`src/apu_pkg.sv`:
```
// Package: shared types and register offsets for the APU frame sequencer
`timescale 1ns / 1ps
package apu_pkg;
  typedef enum logic [1:0] {
    REQ_WRITE = 2'd0,
    REQ_READ  = 2'd1,
    REQ_TICK  = 2'd2,
    REQ_NONE  = 2'd3
  } req_t;

  localparam logic [7:0] ADDR_NR10 = 8'h10;
  localparam logic [7:0] ADDR_NR11 = 8'h11;
  localparam logic [7:0] ADDR_NR12 = 8'h12;
  localparam logic [7:0] ADDR_NR13 = 8'h13;
  localparam logic [7:0] ADDR_NR14 = 8'h14;
  localparam logic [7:0] ADDR_NR21 = 8'h16;
  localparam logic [7:0] ADDR_NR22 = 8'h17;
  localparam logic [7:0] ADDR_NR23 = 8'h18;
  localparam logic [7:0] ADDR_NR24 = 8'h19;
  localparam logic [7:0] ADDR_NR30 = 8'h1A;
  localparam logic [7:0] ADDR_NR31 = 8'h1B;
  localparam logic [7:0] ADDR_NR32 = 8'h1C;
  localparam logic [7:0] ADDR_NR33 = 8'h1D;
  localparam logic [7:0] ADDR_NR34 = 8'h1E;
  localparam logic [7:0] ADDR_NR41 = 8'h20;
  localparam logic [7:0] ADDR_NR42 = 8'h21;
  localparam logic [7:0] ADDR_NR43 = 8'h22;
  localparam logic [7:0] ADDR_NR44 = 8'h23;
  localparam logic [7:0] ADDR_NR50 = 8'h24;
  localparam logic [7:0] ADDR_NR51 = 8'h25;
  localparam logic [7:0] ADDR_NR52 = 8'h26;
  localparam logic [7:0] ADDR_WAVE = 8'h30;

  localparam logic [16:0] ACC_MAX = 17'h1FFFF;
  localparam logic [11:0] FREQ_MAX = 12'd2047;

  typedef struct packed {
    logic [1:0]  req_type;
    logic [7:0]  reg_address;
    logic [7:0]  write_data;
    logic [7:0]  tick_cycles;
  } item_t;

  typedef struct packed {
    logic [7:0]  read_data;
    logic [3:0]  channel_enabled;
    logic [3:0]  square1_volume;
    logic [3:0]  square2_volume;
    logic [3:0]  noise_volume;
    logic [10:0] square1_frequency;
    logic [10:0] square2_frequency;
    logic [10:0] wave_frequency;
    logic [3:0]  square_duty_codes;
    logic [1:0]  wave_level_code;
    logic [7:0]  noise_settings;
    logic [7:0]  mix_enables;
  } result_t;

  // Frame clocks for one sequencer step
  typedef struct packed {
    logic len;
    logic sweep;
    logic env;
  } frame_clk_t;
endpackage

```
`src/apu_stream_if.sv`:
```
// Interface: valid/ready channel carrying one payload
`timescale 1ns / 1ps
interface apu_stream_if #(parameter int W = 8);
  logic         valid;
  logic         ready;
  logic [W-1:0] data;
  modport source (output valid, output data, input ready);
  modport sink   (input valid, input data, output ready);
endinterface

```
`src/apu_register_frame_sequencer.sv`:
```
// Top level: APU register file, frame sequencer and result register
`timescale 1ns / 1ps
// The result is registered: it appears in the cycle after its transaction is accepted.
// Throughput: one transaction per cycle; input accepted while the result
// register is empty or being drained in the same cycle.
// Reset (rst_n low, synchronous): master on, routing 0xFF, frame step 8192,
// all other state cleared and wave RAM entries marked unwritten; no result pending.
module apu_register_frame_sequencer #(
  parameter int WAVE_RAM_BYTES = 16
) (
  input logic clk,
  input logic rst_n,
  apu_stream_if.sink   in_ch,
  apu_stream_if.source out_ch,
  apu_stream_if.sink   cfg_ch
);
  localparam int WA = $clog2(WAVE_RAM_BYTES);

  apu_pkg::item_t   it;
  apu_pkg::result_t res;
  logic out_valid_r;
  logic fire;

  assign it = apu_pkg::item_t'(in_ch.data);
  assign in_ch.ready = !out_valid_r || out_ch.ready;
  assign fire = in_ch.valid && in_ch.ready;
  assign cfg_ch.ready = 1'b1;
  assign out_ch.valid = out_valid_r;
  assign out_ch.data = res;

  // Architectural state
  logic [15:0] step_cycles_r;
  logic        master_r;
  logic [16:0] acc_r;
  logic [2:0]  seq_r;
  logic [7:0]  len_r [4];
  logic [3:0]  len_en_r;
  logic [3:0]  on_r;
  logic [10:0] freq_r [3];
  logic [6:0]  sw_setup_r;
  logic [11:0] shadow_r;
  logic [2:0]  sw_timer_r;
  logic        sw_active_r;
  logic [1:0]  duty_r [2];
  logic [1:0]  wlevel_r;
  logic [7:0]  noise_r;
  logic [7:0]  spk_r;
  logic [7:0]  route_r;
  logic [7:0]  wave_ram [WAVE_RAM_BYTES];
  logic [WAVE_RAM_BYTES-1:0] wave_vld_r;

  logic is_wr, is_rd, is_tick, wr_on;
  assign is_wr   = fire && it.req_type == apu_pkg::REQ_WRITE;
  assign is_rd   = it.req_type == apu_pkg::REQ_READ;
  assign is_tick = fire && it.req_type == apu_pkg::REQ_TICK && master_r;
  assign wr_on   = is_wr && master_r && it.reg_address != apu_pkg::ADDR_NR52;

  // Accumulate cycles, saturate, and decide on one sequencer step
  logic [17:0] sum_raw;
  logic [16:0] sum_sat;
  logic        step_go;
  logic [2:0]  seq_nxt;
  apu_pkg::frame_clk_t fclk;
  assign sum_raw = {1'b0, acc_r} + {10'd0, it.tick_cycles};
  assign sum_sat = sum_raw[17] ? apu_pkg::ACC_MAX : sum_raw[16:0];
  assign step_go = is_tick && (sum_sat > {1'b0, step_cycles_r});
  assign seq_nxt = seq_r + 3'd1;
  always_comb begin
    fclk = '0;
    if (step_go) begin
      fclk.len   = !seq_nxt[0];
      fclk.sweep = seq_nxt == 3'd2 || seq_nxt == 3'd6;
      fclk.env   = seq_nxt == 3'd7;
    end
  end

  // Sweep arithmetic
  logic [2:0]  sw_tdec;
  logic [11:0] sw_delta, sw_next;
  logic        sw_fire, sw_ovf;
  assign sw_tdec  = sw_timer_r - 3'd1;
  assign sw_delta = shadow_r >> sw_setup_r[2:0];
  assign sw_next  = sw_setup_r[3] ? ((shadow_r >= sw_delta) ? shadow_r - sw_delta : 12'd0)
                                  : shadow_r + sw_delta;
  assign sw_fire  = fclk.sweep && sw_setup_r[6:4] != 3'd0 && sw_tdec == 3'd0 && sw_active_r;
  assign sw_ovf   = sw_next > apu_pkg::FREQ_MAX;

  // Envelopes: square 1, square 2, noise
  logic [7:0] env_setup [3];
  logic [3:0] env_level [3];
  logic [2:0] env_load;
  logic [7:0] env_val;
  assign env_val = rst_n ? it.write_data : 8'd0;
  assign env_load[0] = !rst_n || (wr_on && it.reg_address == apu_pkg::ADDR_NR12);
  assign env_load[1] = !rst_n || (wr_on && it.reg_address == apu_pkg::ADDR_NR22);
  assign env_load[2] = !rst_n || (wr_on && it.reg_address == apu_pkg::ADDR_NR42);
  for (genvar e = 0; e < 3; e++) begin : g_env
    apu_envelope u_env (
      .clk(clk), .load(env_load[e]), .load_val(env_val), .step(fclk.env),
      .setup(env_setup[e]), .level(env_level[e])
    );
  end

  logic        wave_hit;
  logic [WA-1:0] wave_idx;
  assign wave_hit = it.reg_address >= apu_pkg::ADDR_WAVE
                 && {1'b0, it.reg_address} < {1'b0, apu_pkg::ADDR_WAVE} + 9'(WAVE_RAM_BYTES);
  assign wave_idx = WA'(it.reg_address - apu_pkg::ADDR_WAVE);

  // Wave RAM: entries not yet written read as zero
  always_ff @(posedge clk) begin
    if (wr_on && wave_hit) wave_ram[wave_idx] <= it.write_data;
  end

  always_ff @(posedge clk) begin
    if (!rst_n) begin
      step_cycles_r <= 16'd8192;
      master_r <= 1'b1;
      acc_r <= '0; seq_r <= '0;
      for (int c = 0; c < 4; c++) len_r[c] <= '0;
      len_en_r <= '0; on_r <= '0;
      for (int c = 0; c < 3; c++) freq_r[c] <= '0;
      sw_setup_r <= '0; shadow_r <= '0; sw_timer_r <= '0; sw_active_r <= 1'b0;
      duty_r[0] <= '0; duty_r[1] <= '0;
      wlevel_r <= '0; noise_r <= '0; spk_r <= '0; route_r <= 8'hFF;
      wave_vld_r <= '0;
    end else begin
      if (cfg_ch.valid) step_cycles_r <= cfg_ch.data[15:0];
      if (is_wr && it.reg_address == apu_pkg::ADDR_NR52) master_r <= it.write_data[7];
      if (is_tick) acc_r <= step_go ? sum_sat - {1'b0, step_cycles_r} : sum_sat;
      if (step_go) seq_r <= seq_nxt;
      // Length counters
      if (fclk.len) begin
        for (int c = 0; c < 4; c++) begin
          if (len_en_r[c] && len_r[c] != 8'd0) begin
            len_r[c] <= len_r[c] - 8'd1;
            if (len_r[c] == 8'd1) on_r[c] <= 1'b0;
          end
        end
      end
      // Sweep
      if (fclk.sweep && sw_setup_r[6:4] != 3'd0) begin
        sw_timer_r <= (sw_tdec == 3'd0) ? sw_setup_r[6:4] : sw_tdec;
        if (sw_fire) begin
          if (sw_ovf) on_r[0] <= 1'b0;
          else begin
            shadow_r <= sw_next;
            freq_r[0] <= sw_next[10:0];
          end
        end
      end
      if (wr_on) begin
        unique case (it.reg_address)
          apu_pkg::ADDR_NR10: sw_setup_r <= it.write_data[6:0];
          apu_pkg::ADDR_NR11: begin
            duty_r[0] <= it.write_data[7:6]; len_r[0] <= {2'b0, it.write_data[5:0]};
          end
          apu_pkg::ADDR_NR13: freq_r[0][7:0] <= it.write_data;
          apu_pkg::ADDR_NR14: begin
            if (it.write_data[7]) begin
              on_r[0] <= 1'b1; len_r[0] <= 8'd63;
              freq_r[0][10:8] <= it.write_data[2:0];
              shadow_r <= {1'b0, it.write_data[2:0], freq_r[0][7:0]};
              sw_timer_r <= sw_setup_r[6:4];
              if (sw_setup_r[6:4] != 3'd0 || sw_setup_r[2:0] != 3'd0) sw_active_r <= 1'b1;
            end
            len_en_r[0] <= it.write_data[6];
          end
          apu_pkg::ADDR_NR21: begin
            duty_r[1] <= it.write_data[7:6]; len_r[1] <= {2'b0, it.write_data[5:0]};
          end
          apu_pkg::ADDR_NR23: freq_r[1][7:0] <= it.write_data;
          apu_pkg::ADDR_NR24: begin
            if (it.write_data[7]) begin on_r[1] <= 1'b1; len_r[1] <= 8'd63; end
            len_en_r[1] <= it.write_data[6];
            freq_r[1][10:8] <= it.write_data[2:0];
          end
          apu_pkg::ADDR_NR30: on_r[2] <= it.write_data != 8'd0;
          apu_pkg::ADDR_NR31: len_r[2] <= it.write_data;
          apu_pkg::ADDR_NR32: wlevel_r <= it.write_data[6:5];
          apu_pkg::ADDR_NR33: freq_r[2][7:0] <= it.write_data;
          apu_pkg::ADDR_NR34: begin
            if (it.write_data[7]) begin on_r[2] <= 1'b1; len_r[2] <= 8'hFF; end
            len_en_r[2] <= it.write_data[6];
            freq_r[2][10:8] <= it.write_data[2:0];
          end
          apu_pkg::ADDR_NR41: len_r[3] <= it.write_data;
          apu_pkg::ADDR_NR43: noise_r <= it.write_data;
          apu_pkg::ADDR_NR44: begin
            if (it.write_data[7]) begin on_r[3] <= 1'b1; len_r[3] <= 8'hFF; end
            len_en_r[3] <= it.write_data[6];
          end
          apu_pkg::ADDR_NR50: spk_r <= it.write_data;
          apu_pkg::ADDR_NR51: route_r <= it.write_data;
          default: if (wave_hit) wave_vld_r[wave_idx] <= 1'b1;
        endcase
      end
    end
  end

  // Read mux
  logic [7:0] rd;
  always_comb begin
    rd = 8'd0;
    if (is_rd) begin
      if (it.reg_address == apu_pkg::ADDR_NR52) begin
        rd = {master_r, 3'b000, len_r[3] != 8'd0, len_r[2] != 8'd0,
              len_r[1] != 8'd0, len_r[0] != 8'd0};
      end else if (master_r) begin
        unique case (it.reg_address)
          apu_pkg::ADDR_NR10: rd = {1'b0, sw_setup_r};
          apu_pkg::ADDR_NR11: rd = {duty_r[0], 6'h3F};
          apu_pkg::ADDR_NR12: rd = env_setup[0];
          apu_pkg::ADDR_NR14: rd = {1'b1, len_en_r[0], 6'h3F};
          apu_pkg::ADDR_NR21: rd = {duty_r[1], 6'h3F};
          apu_pkg::ADDR_NR22: rd = env_setup[1];
          apu_pkg::ADDR_NR24: rd = {1'b1, len_en_r[1], 6'h3F};
          apu_pkg::ADDR_NR30: rd = {7'h7F, on_r[2]};
          apu_pkg::ADDR_NR31: rd = len_r[2];
          apu_pkg::ADDR_NR32: rd = {1'b1, wlevel_r, 5'h1F};
          apu_pkg::ADDR_NR34: rd = {1'b1, len_en_r[2], 6'h3F};
          apu_pkg::ADDR_NR41: rd = len_r[3];
          apu_pkg::ADDR_NR42: rd = env_setup[2];
          apu_pkg::ADDR_NR43: rd = noise_r;
          apu_pkg::ADDR_NR44: rd = {1'b1, len_en_r[3], 6'h3F};
          apu_pkg::ADDR_NR50: rd = spk_r;
          apu_pkg::ADDR_NR51: rd = route_r;
          apu_pkg::ADDR_NR13, apu_pkg::ADDR_NR23, apu_pkg::ADDR_NR33: rd = 8'hFF;
          default: if (wave_hit && wave_vld_r[wave_idx]) rd = wave_ram[wave_idx];
        endcase
      end
    end
  end

  // Result: snapshot of state as it will stand after this transaction.
  // Fields that change this cycle are taken from their registers in the cycle after,
  // so capture read data now and sample the rest after the update.
  logic [7:0] rd_r;
  always_ff @(posedge clk) begin
    if (!rst_n) begin
      out_valid_r <= 1'b0;
    end else begin
      if (fire) out_valid_r <= 1'b1;
      else if (out_ch.ready) out_valid_r <= 1'b0;
    end
    if (fire) rd_r <= rd;
  end

  // Parameters reflect post-transaction state, which the registers hold now;
  // while a result waits, no new transaction is accepted, so they stay put.
  always_comb begin
    res.read_data         = rd_r;
    res.channel_enabled   = on_r;
    res.square1_volume    = env_level[0];
    res.square2_volume    = env_level[1];
    res.noise_volume      = env_level[2];
    res.square1_frequency = freq_r[0];
    res.square2_frequency = freq_r[1];
    res.wave_frequency    = freq_r[2];
    res.square_duty_codes = {duty_r[1], duty_r[0]};
    res.wave_level_code   = wlevel_r;
    res.noise_settings    = noise_r;
    res.mix_enables       = route_r;
  end

  a_len_off: assert property (@(posedge clk) disable iff (!rst_n)
    fclk.len && len_en_r[1] && len_r[1] == 8'd1 && !wr_on |=> !on_r[1])
    else $error("length expiry left channel 2 on");
  a_seq_adv: assert property (@(posedge clk) disable iff (!rst_n)
    step_go |=> seq_r == $past(seq_nxt))
    else $error("sequencer did not advance");
  a_hold: assert property (@(posedge clk) disable iff (!rst_n)
    out_valid_r && !out_ch.ready |=> out_valid_r && $stable(rd_r))
    else $error("pending result lost");
endmodule

```
`src/apu_envelope.sv`:
```
// Volume envelope: one channel's level and period counter
`timescale 1ns / 1ps
module apu_envelope (
  input  logic       clk,
  input  logic       load,
  input  logic [7:0] load_val,
  input  logic       step,
  output logic [7:0] setup,
  output logic [3:0] level
);
  logic [7:0] setup_r;
  logic [2:0] cnt_r;
  logic [3:0] level_r;
  logic [2:0] cnt_dec;

  assign cnt_dec = cnt_r - 3'd1;
  assign setup = setup_r;
  assign level = level_r;

  // Reset values are loaded through load by the parent (setup 0)
  always_ff @(posedge clk) begin
    if (load) begin
      setup_r <= load_val;
      cnt_r   <= load_val[2:0];
      level_r <= load_val[7:4];
    end else if (step && setup_r[2:0] != 3'd0) begin
      if (cnt_dec == 3'd0) begin
        cnt_r <= setup_r[2:0];
        if (setup_r[3] && level_r != 4'd15) level_r <= level_r + 4'd1;
        else if (!setup_r[3] && level_r != 4'd0) level_r <= level_r - 4'd1;
      end else begin
        cnt_r <= cnt_dec;
      end
    end
  end
endmodule

```
`src/flat_wrapper.sv`:
```
// flat-port wrapper written by rule: the top's interface ports become plain ports
module apu_register_frame_sequencer_flat import apu_pkg::*;
#(
  parameter int WAVE_RAM_BYTES = 16
)
  (clk, rst_n, in_ch_valid, in_ch_data, in_ch_ready, out_ch_valid, out_ch_data, out_ch_ready, cfg_ch_valid, cfg_ch_data, cfg_ch_ready);
  apu_stream_if #(.W($bits(item_t))) in_ch_i ();
  apu_stream_if #(.W($bits(result_t))) out_ch_i ();
  apu_stream_if #(.W(16)) cfg_ch_i ();
  input logic clk;
  input logic rst_n;
  input wire logic [$bits(in_ch_i.valid)-1:0] in_ch_valid;
  input wire logic [$bits(in_ch_i.data)-1:0] in_ch_data;
  output wire logic [$bits(in_ch_i.ready)-1:0] in_ch_ready;
  output wire logic [$bits(out_ch_i.valid)-1:0] out_ch_valid;
  output wire logic [$bits(out_ch_i.data)-1:0] out_ch_data;
  input wire logic [$bits(out_ch_i.ready)-1:0] out_ch_ready;
  input wire logic [$bits(cfg_ch_i.valid)-1:0] cfg_ch_valid;
  input wire logic [$bits(cfg_ch_i.data)-1:0] cfg_ch_data;
  output wire logic [$bits(cfg_ch_i.ready)-1:0] cfg_ch_ready;
  assign in_ch_i.valid = in_ch_valid;
  assign in_ch_i.data = in_ch_data;
  assign in_ch_ready = in_ch_i.ready;
  assign out_ch_valid = out_ch_i.valid;
  assign out_ch_data = out_ch_i.data;
  assign out_ch_i.ready = out_ch_ready;
  assign cfg_ch_i.valid = cfg_ch_valid;
  assign cfg_ch_i.data = cfg_ch_data;
  assign cfg_ch_ready = cfg_ch_i.ready;
  apu_register_frame_sequencer #(.WAVE_RAM_BYTES(WAVE_RAM_BYTES)) u_core (.clk(clk), .rst_n(rst_n), .in_ch(in_ch_i), .out_ch(out_ch_i), .cfg_ch(cfg_ch_i));
endmodule
```
`config.mk`:
```
export PLATFORM = sky130hd
export DESIGN_NAME = apu_register_frame_sequencer_flat
export DESIGN_NICKNAME = d
export VERILOG_FILES = /design/src/apu_pkg.sv /design/src/apu_stream_if.sv /design/src/apu_register_frame_sequencer.sv /design/src/apu_envelope.sv /design/src/flat_wrapper.sv
export SDC_FILE = /design/constraint.sdc
export NUM_CORES = 1
export LEC_CHECK = 0
export ABC_AREA = 1
export CAP_MARGIN = 0
export CORE_ASPECT_RATIO = 0.75
export CORE_MARGIN = 1
export CORE_UTILIZATION = 40
export DETAILED_ROUTE_END_ITERATION = 10
export DONT_BUFFER_PORTS = 1
export SLEW_MARGIN = 15
export SYNTH_ARGS = -nofsm -noshare
export SYNTH_HDL_FRONTEND = slang
export SYNTH_SLANG_ARGS = --single-unit
```
`constraint.sdc`:
```
create_clock -name clk -period 4.8 [get_ports clk]
set_input_delay 0 -clock clk [delete_from_list [all_inputs] [get_ports clk]]
set_output_delay 0 -clock clk [all_outputs]
set_load 0.005 [all_outputs]
```
---- Word level (Yosys, flattened, before mapping) ----
Memory sizes are Yosys's and may differ from the RTL's.
Index checks and enable logic that the tools add are counted.
storage, ports and cells
  register bits ........................... 164
  bits in latches ......................... 0
  ROM bits ................................ 0
  memories ................................ 4
  logic and storage cells ................. 379
  RAM bits ................................ 197
  output and inout bits ................... 82
memory list
  name             depth  width  read ports  clocked after Yosys merged registers in  wr ports  line                                text
  u_core.wave_ram  16     8      1           0                                        1         apu_register_frame_sequencer.sv:49  logic [7:0] wave_ram [WAVE_RAM_BYTES];
  u_core.freq_r    3      11     3           0                                        3         apu_register_frame_sequencer.sv:39  logic [10:0] freq_r [3];
  u_core.len_r     4      8      4           0                                        4         apu_register_frame_sequencer.sv:36  logic [7:0] len_r [4];
  u_core.duty_r    2      2      2           0                                        2         apu_register_frame_sequencer.sv:44  logic [1:0] duty_r [2];
operators by class
  reductions and logical operators ........ 88
  magnitude comparators ................... 7
  bitwise gates (word level) .............. 25
  $mul .................................... 0
  divide/modulo/power cells ............... 0
  add/sub/neg operators ................... 20
  equality and inequality tests ........... 34
  shift-type cells ........................ 1
  mux-type cells .......................... 170
operators by type and width
  kind                                                                    count
  8-bit 2-to-1 mux                                                        19
  8-bit case mux with 18 select lines                                     1
  8-bit by 5-bit equality test with 1-bit output (second input constant)  14
  1-bit 2-to-1 mux                                                        99
  12-bit 2-to-1 mux                                                       8
  4-bit 2-to-1 mux                                                        17
  8-bit by 6-bit equality test with 1-bit output (second input constant)  7
  3-bit 2-to-1 mux                                                        18
  8-bit nonzero test                                                      5
  17-bit 2-to-1 mux                                                       2
  8-bit by 1-bit equality test with 1-bit output (second input constant)  4
  8-bit by 1-bit subtractor with 8-bit output (second input constant)     4
  1-bit logical AND                                                       31
  3-bit nonzero test                                                      8
  1-bit OR                                                                21
  17-bit by 8-bit adder with 18-bit output                                1
  2-bit AND reduction                                                     9
  17-bit by 16-bit > comparator with 1-bit output                         1
  17-bit OR reduction                                                     1
  17-bit by 16-bit subtractor with 17-bit output                          1
  16-bit OR                                                               1
  4-bit by 1-bit subtractor with 4-bit output (second input constant)     4
  2-bit nonzero test                                                      7
  12-bit adder                                                            1
  other kinds (31)                                                        61

---- Logic depth before layout (Yosys ltp) ----
Gate-level depths: netlist of run 1.
  word-level depth ........................ 16
  mapped depth ............................ 34
  depth with buffers taken out ............ 32

---- Modules after synthesis ----
From an unflattened synthesis of run 1, not the netlist that was laid out.
second synthesis, totals
  cell total of the unflattened synthesis .. 2311
  area, all modules ....................... 19697.6 sq um
by module, submodules not included
  module                        cells an instance  times used  area an instance (sq um)
  apu_register_frame_sequencer  2053               1           17246.5
  apu_envelope                  86                 3           817.0

---- Worst setup path before layout of run 1 ----
OpenSTA, ideal clock, no wires.
  kind .................................... register -> register
  start ................................... reg u_core.acc_r[6]
  end ..................................... mem u_core.freq_r[0][0] (enable)
  path slack .............................. 1.041 ns
  library setup time ...................... 0.337 ns
  stages on the path, launching flop included .. 27
  data required time ...................... 4.463 ns
  arrival time ............................ 3.422 ns
  clock period less this slack ............ 3.759 ns
  path through ............................ dfxtp_1 -> ha_1 -> a21o_1 -> a21boi_1 -> nand2_1 -> nand2_1 -> nand2_1 -> clkbuf_1 -> or2_2 -> ha_1 -> nand3_1 -> nand2_1 -> nand2_1 -> nand2_1 -> nand2_1 -> nand2_1 -> nand2_2 -> nand2_2 -> nand2_2 -> nand2_4 -> nand2_8 -> nor2_8 -> nand2_4 -> inv_4 -> nand2_4 -> buf_6 -> nand3_1
RTL lines
  what                    line                                 text
  from (decl)             apu_register_frame_sequencer.sv:34   logic [16:0] acc_r;
  from (signal assigned)  apu_register_frame_sequencer.sv:130  if (is_tick) acc_r <= step_go ? sum_sat - {1'b0, step_cycles_r} : sum_sat;
  to (decl)               apu_register_frame_sequencer.sv:39

==> key figures, run 1 <==
Run status
  – Result of the run: finished, final reports clean

Final layout
  – Final-layout fill cell count: 4752
  – Share of final-layout standard cells stronger than drive strength 1: under 10%
  – Total area of multi-input combinational cells: between 8000 and 9000 um2
  – Number of nets in the layout: between 2000 and 2500
  – Combined flip-flop and latch cell area: 9630 um2
  – Final Instance Count excl. Fillers: approximately 3000
  – Area Overhead vs Synth: 11.5%
  – Number of diodes: 0

Drt
  – Detail Route Antenna Nets: 0
  – Routed length per instance: ~21 um
  – Total via count in the routed design: approximately 16000
  – Initial DRC Count: about 1800
  – Residual DRC count: 0
  – Average via count per standard cell: around 5.6
  – Total length of routed wires: between 60 and 70 mm
  – Iteration count of the initial detailed-routing pass: 6

Synthesis
  – Average instance area after synthesis: ~9 um2
  – Cell count after synthesis: 2241
  – Fraction of registers with async set/reset: 0%
  – Sequential area share after synthesis: around half
  – Post-synthesis instance area: ~20000 um2
  – Net count of the mapped netlist: between 2000 and 2500
  – Register bit count reported by yosys: roughly 360
  – Top_reg_cell synth: sky130_fd_sc_hd__edfxtp_1
  – Library cells used by synthesis: 64
  – Number of enable-type register cells in the synthesized netlist: 240
  – Synth warnings: 0

CTS
  – Sink count of the clock tree: around 360
  – CTS HTree Levels: 2
  – Clock tree from TritonCTS: yes
  – Max clock buf depth: 3
  – Clock transition at the registers of the reported paths: roughly 0.060 ns
  – Insertion delay to the later sink of the worst-skew pair: 0.55 ns
  – Clock root cell: sky130_fd_sc_hd__clkbuf_16
  – Clock buffers created by TritonCTS: 38

Place
  – Routability congestion estimate from global placement: approximately 0.98
  – PortBufs: 0
  – Count of placed standard cells including taps: between 2000 and 3000
  – Final HPWL DP: around 44 mm

STA
  – Share of the cycle needed by the critical path after routing: between 90 and 100%
  – TNS Setup: 0 ns
  – Clock Skew: roughly 0.017 ns
  – Count of final max-slew check failures: 0
  – Setup repair after global routing missed its margin: no
  – Count of final setup violators: 0
  – Post-layout min period: 4.43 ns
  – Final hold vios: 0
  – Normalized max-slew margin: between 20% and 30%
  – Slew at the pin with the worst max-slew slack: 1.13 ns
  – Timing-limited maximum frequency: ~230 MHz

GRT
  – Via count of the first global-routing pass: approximately 15000
  – Congestion Overflow GR: 0
  – First-pass GRT wire length: 93.4 mm
  – Antenna violations before repair: 0
  – Largest net degree at the start of global routing: 96
  – Global routing usage summed across all routing layers: around a quarter

Floorplan
  – Standard-cell rows: 70
  – Initial Utilization: slightly above 40%
  – I/O pin count: ~130
  – Full die area: around 50000 um2
  – Floorplan Core Area: ~49000 um2
  – Die Y: a little under 200 um
  – Die W: roughly 260 um

Worst setup path
  – Data required time at the worst endpoint: roughly 5 ns
  – Highest net fanout along the worst path: 18
  – Critical path arrival: between 4 and 5 ns
  – Type of the worst setup path: flip-flop to flip-flop
  – Critical register-to-register path startpoint: u_core.acc_r[0]
  – Setup crit end kind: flip-flop
  – Crit path launch type: flip-flop
  – Source of the critical timing path: u_core.acc_r[0]
  – Worst Reg-to-Reg Cells: 24
  – Flop-to-flop setup slack: roughly 0.37 ns
  – Endpoint of the worst setup timing path: u_core.len_r[1][4]
  – Critical register-to-register path endpoint: u_core.len_r[1][4]

Power and ir drop
  – Leakage dissipation: 9.00 nW
  – Power density of the placed cells: between 300 and 400 nW/um2
  – Highest ir drop seen on vdd: 0.271 mV

Hold path
  – Worst min-delay path category: primary input to flip-flop
  – Startpoint of the most critical hold path: in_ch_data[18]

Flow run
  – Max Cap Viol: 0
## routing by layer
layer	vias up	wire length [um]	share of wire, %	global-route usage [%]
met5	-	0	0	0
met4	0	1140	1.9	5.63
met3	69	5990	9.8	4.51
met2	755	25600	42	35.1
met1	7817	28500	47	36.5
li1	7757	-	-	-
## cells in the mapped netlist, drive strengths merged (3+ instances only)
library cell / instances / area, um2
a211oi: 12 / 90.1
a21o: 4 / 30.0
a21oi: 148 / 752
a221oi: 5 / 43.8
a22o: 3 / 26.3
a22oi: 10 / 75.1
a31oi: 8 / 50.1
buf: 37 / 240
clkbuf: 40 / 151
clkinv: 8 / 30.0
dfxtp: 121 / 2420
edfxtp: 240 / 7210
fa: 7 / 140
ha: 75 / 938
inv: 279 / 1060
nand2: 449 / 1840
nand3: 104 / 581
nand3b: 3 / 22.5
nand4: 38 / 259
nor2: 182 / 822
nor3: 27 / 140
nor4: 9 / 71.3
o211ai: 28 / 210
o21a: 14 / 105
o21ai: 210 / 1050
o21bai: 3 / 22.5
o22ai: 73 / 457
o31ai: 8 / 60.1
or2: 8 / 50.1
xnor2: 19 / 166
xor2: 52 / 455
## per-stage QoR
stage          total power, mW  worst slack [ns]  utilization (%)  instance area (um2)  hold slack, ns
6_report                  7.04             0.365             45.1                22000          0.0349
5_1_grt                   7.29            0.0448             45.1                22000          0.0649
4_1_cts                   7.09             0.304             45.1                22000         0.00441
3_5_place_dp              4.15             0.334             41.5                20200           0.102
3_3_place_gp              4.14             0.435             41.5                20200           0.102
2_1_floorplan             3.99              1.04                -                19700          0.0989
## where the power goes
group	internal (mW)	leakage [nW]	switching, mW
Sequential	3.40	3.26	0.0708
Combinational	0.245	5.17	0.480
Clock	1.56	0.575	1.29
## cells by family after synthesis
group / after synthesis / synth area share [%]
flip-flops: 361 / 48.9
adder cells (fa/ha/maj): 82 / 5.47
AND/OR/NAND/NOR: 823 / 19.3
XOR/XNOR: 71 / 3.16
AO/OA/AOI/OAI: 539 / 15.7
buffers and inverters: 364 / 7.53
other: 1 / 0.0190
## repair_timing
item                                    in CTS  in global routing
hold buffers                                46                  0
endpoints found under the hold margin      383                  0
resized for setup                            0                  3
endpoints found under the setup margin       0                 12
setup buffers                                0                  0
## layout by cell type, fill, tap and decap left out, types with 38 or more instances in the layout
master	count
sky130_fd_sc_hd__ha_1	75
sky130_fd_sc_hd__edfxtp_1	240
sky130_fd_sc_hd__nand3_1	95
sky130_fd_sc_hd__dfxtp_1	121
sky130_fd_sc_hd__xor2_1	52
sky130_fd_sc_hd__o22ai_1	73
sky130_fd_sc_hd__o21ai_0	195
sky130_fd_sc_hd__clkbuf_16	38
sky130_fd_sc_hd__a21oi_1	145
sky130_fd_sc_hd__inv_1	254
sky130_fd_sc_hd__nor2_1	161
sky130_fd_sc_hd__nand2_1	408
sky130_fd_sc_hd__dlygate4sd3_1	38
## registers in the layout, summed over array words and instances (netlist names), 2 cells and up
register and count:
u_core.acc_r 17, u_core.duty_r 4, u_core.freq_r 33, u_core.g_env.u_env.cnt_r 9, u_core.g_env.u_env.level 12, u_core.g_env.u_env.setup 24, u_core.len_en_r 4, u_core.len_r 32
u_core.noise_r 8, u_core.on_r 4, u_core.rd_r 8, u_core.route_r 8, u_core.seq_r 3, u_core.shadow_r 12, u_core.spk_r 8, u_core.step_cycles_r 16
u_core.sw_setup_r 7, u_core.sw_timer_r 3, u_core.wave_ram 128, u_core.wave_vld_r 16, u_core.wlevel_r 2
## worst min-delay path by stage
stage / endpoint / slack, ns / cells after the start
2_1_floorplan: u_core.wave_ram[0][0] / 0.1 / 0
3_3_place_gp: u_core.wave_ram[15][1] / 0.10 / 0
3_5_place_dp: u_core.wave_ram[15][1] / 0.10 / 0
4_1_cts: u_core.wave_vld_r[9] / 0.004 / 5
5_1_grt: u_core.wave_vld_r[9] / 0.06 / 5
6_report: u_core.wave_vld_r[9] / 0.03 / 5
## critical path, stage by stage, from the launching register on
cell	delay [ns]
sky130_fd_sc_hd__dfxtp_1	0.31
sky130_fd_sc_hd__ha_1	0.25
sky130_fd_sc_hd__fa_1	0.44
sky130_fd_sc_hd__nand3_1	0.10
sky130_fd_sc_hd__nand2_1	0.10
sky130_fd_sc_hd__nand2_1	0.12
sky130_fd_sc_hd__nand2_2	0.09
sky130_fd_sc_hd__nand3_1	0.09
sky130_fd_sc_hd__xor2_1	0.15
sky130_fd_sc_hd__nand2_1	0.12
sky130_fd_sc_hd__ha_1	0.37
sky130_fd_sc_hd__a21oi_1	0.24
sky130_fd_sc_hd__nand2_1	0.08
sky130_fd_sc_hd__a21oi_1	0.19
sky130_fd_sc_hd__nand2_1	0.09
sky130_fd_sc_hd__nand2_2	0.07
sky130_fd_sc_hd__nand2_2	0.05
sky130_fd_sc_hd__nand2_2	0.07
sky130_fd_sc_hd__nand2_4	0.10
sky130_fd_sc_hd__nand4_1	0.18
sky130_fd_sc_hd__nand2_1	0.08
sky130_fd_sc_hd__nand2_1	0.18
sky130_fd_sc_hd__nand3_4	0.30
sky130_fd_sc_hd__inv_1	0.29
sky130_fd_sc_hd__nor2_1	0.08
## layout make-up
class	count	share of cell area, %
Multi-Input combinational cell	1516	39.1
Timing Repair Buffer	60	2.97
Clock buffer	44	4.52
Sequential cell	361	43.8
Tap cell	648	3.69
Inverter	287	4.97
Clock inverter	24	0.889
(Power assumes the default switching activity.)
==> run 2: changes to the inputs <==
Settings changed: ABC_AREA 1 to not set.
==> run 2 against run 1 <==
Combinational power is 8.1% higher. Via count shrank 6.7%. Fmax decreased by 2.5%. Sequential power about the same. Utilization rose by 1.6 points. Global-route usage decreased by 0.21 points. Critical path depth fell by 4. Area after synthesis decreased by 1.2%. Largest power group unchanged.
==> key figures, run 2 <==
Power and ir drop
  – Power density of the placed cells: 323 nW/um2 (+0.83%)
  – Sw Ratio: 25.4% (-0.73 points)
  – Portion of total power attributed to sequential cells: 48.0% (-1.2 points)
  – Leakage dissipation: 8.16 nW (-9.3%)
  – Logic gate share of total power: 10.9% (+0.6 points)
  – Cell-internal power: 5.38 mW (+3.4%)
  – Switching power of the nets: 1.83 mW (-0.47%)
  – Highest ir drop seen on vdd: 0.228 mV (-16%)
  – Part of the power in the clock network: 41.1% (+0.6 points)

Place
  – PortBufs: 0 (unchanged)
  – Final HPWL DP: 41.0 mm (-6.6%)
  – Routability congestion estimate from global placement: 0.925 (-5.8%)

Synthesis
  – Proportion of netlist area held by the largest area contributor: 37.0% (+0.43 points)
  – Cell with the most instances after synthesis: sky130_fd_sc_hd__edfxtp_1
  – Most numerous cell types in the synthesized netlist: sky130_fd_sc_hd__edfxtp_1, sky130_fd_sc_hd__nand2_1, sky130_fd_sc_hd__nor2_1
  – Average instance area after synthesis: 10.4 um2 (+18%)
  – Synth warnings: 0 (unchanged)
  – Sequential area share after synthesis: 49.4% (+0.58 points)
  – Post-synthesis instance area: 19500 um2 (-1.2%)
  – Net count of the mapped netlist: 2000 (-16%)
  – Top_reg_cell synth: sky130_fd_sc_hd__edfxtp_1
  – Number of enable-type register cells in the synthesized netlist: 240 (unchanged)
  – Leading post-synthesis cells by cell area: sky130_fd_sc_hd__edfxtp_1, sky130_fd_sc_hd__dfxtp_1, sky130_fd_sc_hd__mux4_2
  – Register bit count reported by yosys: 361 (unchanged)
  – Cell type with the largest total area after synthesis: sky130_fd_sc_hd__edfxtp_1
  – Cell count after synthesis: 1871 (-17%)
  – Library cells used by synthesis: 85 (+33%)
  – Fraction of registers with async set/reset: 0% (unchanged)

CTS
  – Max clock buf depth: 3 (unchanged)
  – Clock root cell: sky130_fd_sc_hd__clkbuf_16
  – Sink count of the clock tree: 361 (unchanged)
  – Clock buffers created by TritonCTS: 38 (unchanged)
  – Insertion delay to the later sink of the worst-skew pair: 0.57 ns (+0.02 ns)
  – Clock tree from TritonCTS: yes
  – Clock transition at the registers of the reported paths: 0.07 ns (about the same)
  – CTS HTree Levels: 2 (unchanged)

Drt
  – Routed length per instance: 22.9 um (+10%)
  – Detail Route Antenna Nets: 0 (unchanged)
  – Total via count in the routed design: 15302 (-6.7%)
  – Average via count per standard cell: 5.91 (+6.0%)
  – Initial DRC Count: 1794 (-2.3%)
  – Residual DRC count: 0 (unchanged)
  – Total length of routed wires: 59.3 mm (-3.2%)
  – Iteration count of the initial detailed-routing pass: 6 (unchanged)

Worst setup path
  – Slowest stage cell on the critical path: sky130_fd_sc_hd__ha_1
  – Cell occurring most often along the worst timing path: sky130_fd_sc_hd__buf_4
  – Type of the worst setup path: flip-flop to flip-flop
  – Highest net fanout along the worst path: 8 (-10)
  – Crit path launch type: flip-flop
  – Critical path arrival: 4.80 ns (+0.08 ns)
  – Data required time at the worst endpoint: 5.05 ns (-0.03 ns)
  – Worst stage delay on the critical path: 0.37 ns (-0.07 ns)
  – Setup crit end kind: flip-flop
  – Ordered list of cells on the worst path: ha_1 > a211o_1 > a211oi_2 > o31ai_2 > nor2_2 > nor2_1 > nand2_2 > nand2_1 > ha_1 > and4_1 > a21bo_1 > a21oi_4 > o31ai_4 > a21oi_2 > buf_4 > o21a_1 > buf_4 > nand2_1 > o2111ai_1 > buf_4

GRT
  – Global routing usage summed across all routing layers: 23.9% (-0.21 points)
  – Via count of the first global-routing pass: 14626 (-4.2%)
  – Antenna violations before repair: 0 (unchanged)
  – Congestion Overflow GR: 0 (unchanged)
  – Largest net degree at the start of global routing: 63 (-34%)
  – First-pass GRT wire length: 90.8 mm (-2.8%)

Floorplan
  – Full die area: 49600 um2 (-1.2%)
  – Initial Utilization: 40.8% (+0.32 points)
  – Standard-cell rows: 69 (-1.4%)
  – Die W: 257 um (-0.58%)
  – Die Y: 193 um (-0.58%)
  – I/O pin count: 129 (unchanged)
  – Floorplan Core Area: 47700 um2 (-2.0%)

Final layout
  – Area Overhead vs Synth: 14.5%
  – Flip-flop count of the largest register, all copies and words added: 128 (unchanged)
  – Most used cells in the layout excluding fill and tap cells: sky130_fd_sc_hd__edfxtp_1, sky130_fd_sc_hd__nand2_1, sky130_fd_sc_hd__nor2_1
  – Leading cell type in the layout, fill and taps excluded: sky130_fd_sc_hd__edfxtp_1
  – Largest registers: u_core.wave_ram x128, u_core.freq_r x33, u_core.len_r x32
  – Number of diodes: 0 (unchanged)
  – Number of nets in the layout: 2049 (-14%)
  – Share of final-layout standard cells stronger than drive strength 1: 12.6% (+4.2 points)
  – Biggest register: u_core.wave_ram

Hold path
  – Worst min-delay path category: primary input to flip-flop

STA
  – Clock Skew: 0.0319 ns (+0.0148 ns)
  – Final hold vios: 0 (unchanged)
  – Normalized max-slew margin: 22.1% (-2.2 points)
  – Setup repair after global routing missed its margin: no
  – Slew at the pin with the worst max-slew slack: 1.16 ns (+0.0335 ns)
  – Post-layout min period: 4.55 ns (+0.116 ns)
  – TNS Setup: 0 ns (unchanged)
  – Post-route worst hold slack: 0.0350 ns (+0.000162 ns)
  – Share of the cycle needed by the critical path after routing: 94.8% (+2.4 points)
  – Count of final max-slew check failures: 0 (unchanged)
  – Timing-limited maximum frequency: 220 MHz (-2.5%)
  – Count of final setup violators: 0 (unchanged)

Flow run
  – Max Cap Viol: 0 (unchanged)

Run status
  – Result of the run: finished, final reports clean
## run 2: layout make-up
cell class                 count  area [um2]
clock buffer                  47        1030
clock inverter                23         223
fill                        4314       25400
inverter                      84         320
multi-input combinational   1312        9160
sequential                   361        9630
tap                          639         800
timing repair buffer         123        1150
## run 2: per-stage QoR
stage	instances	power [mW]	worst slack [ns]	instance area, um2	util, %
after floorplan	1871	4.02	0.127	19500	-
after global placement	2469	4.17	-0.166	20400	42.7
after detailed placement	2469	4.18	-0.256	20400	42.7
after CTS	2587	7.23	0.0187	22200	46.5
after global routing	2589	7.46	0.0123	22300	46.7
final	2589	7.21	0.250	22300	46.7
## run 2: worst paths after layout
path	startpoint	to	slack, ns	depth (start not counted)
hold reg to reg	u_core.spk_r[6]	u_core.spk_r[6]	0.46	2
hold / removal	in_ch_data[19]	u_core.rd_r[6]	0.04	3
setup / recovery	u_core.acc_r[1]	u_core.len_r[1][4]	0.25	20
setup reg to reg	u_core.acc_r[1]	u_core.len_r[1][4]	0.25	20
## run 2: power by group through the flow
stage	clock network (mW)	logic, mW	registers, mW
after floorplan	0	0.522	3.50
after global placement	0	0.640	3.53
after detailed placement	0	0.651	3.53
after CTS	3.01	0.761	3.46
after global routing	3.13	0.861	3.47
final	2.97	0.783	3.46
## run 2: routing by layer
metal  vias up  GRT usage (%)  wire [um]  part of all wire [%]
met2       691           35.7      25300                    43
met3        84           5.05       5640                   9.5
met4         0           6.11       1410                   2.4
met1      7472           35.0      26900                    45
li1       7055              -          -                     -
met5         -              0          0                     0
## run 2: kinds of logic after synthesis
| family | share of synthesized area, % |
|---|---|
| simple gates | 15.8 |
| compound gates | 14.3 |
| flops | 49.4 |
| buf+inv | 4.06 |
| mux | 7.65 |
| fa+ha+maj | 5.54 |
| xor+xnor | 3.15 |
| other cells | 0.0193 |
## run 2: timing repair
item                                   4_1_cts  5_1_grt
hold buffers                                48        0
pin swaps                                    0        5
setup buffers                                0        2
setup endpoints to repair                   77      139
cloned                                       0        0
gates resized for setup                      3       17
endpoints found under the hold margin      405        0
## run 2: critical path: cells and delay by family, from the launching register on
kind | cells | cell delay (ns)
simple gates | 6 | 0.91
compound gates | 9 | 1.79
flops | 1 | 0.32
fa+ha+maj | 2 | 0.67
buf+inv | 3 | 0.56
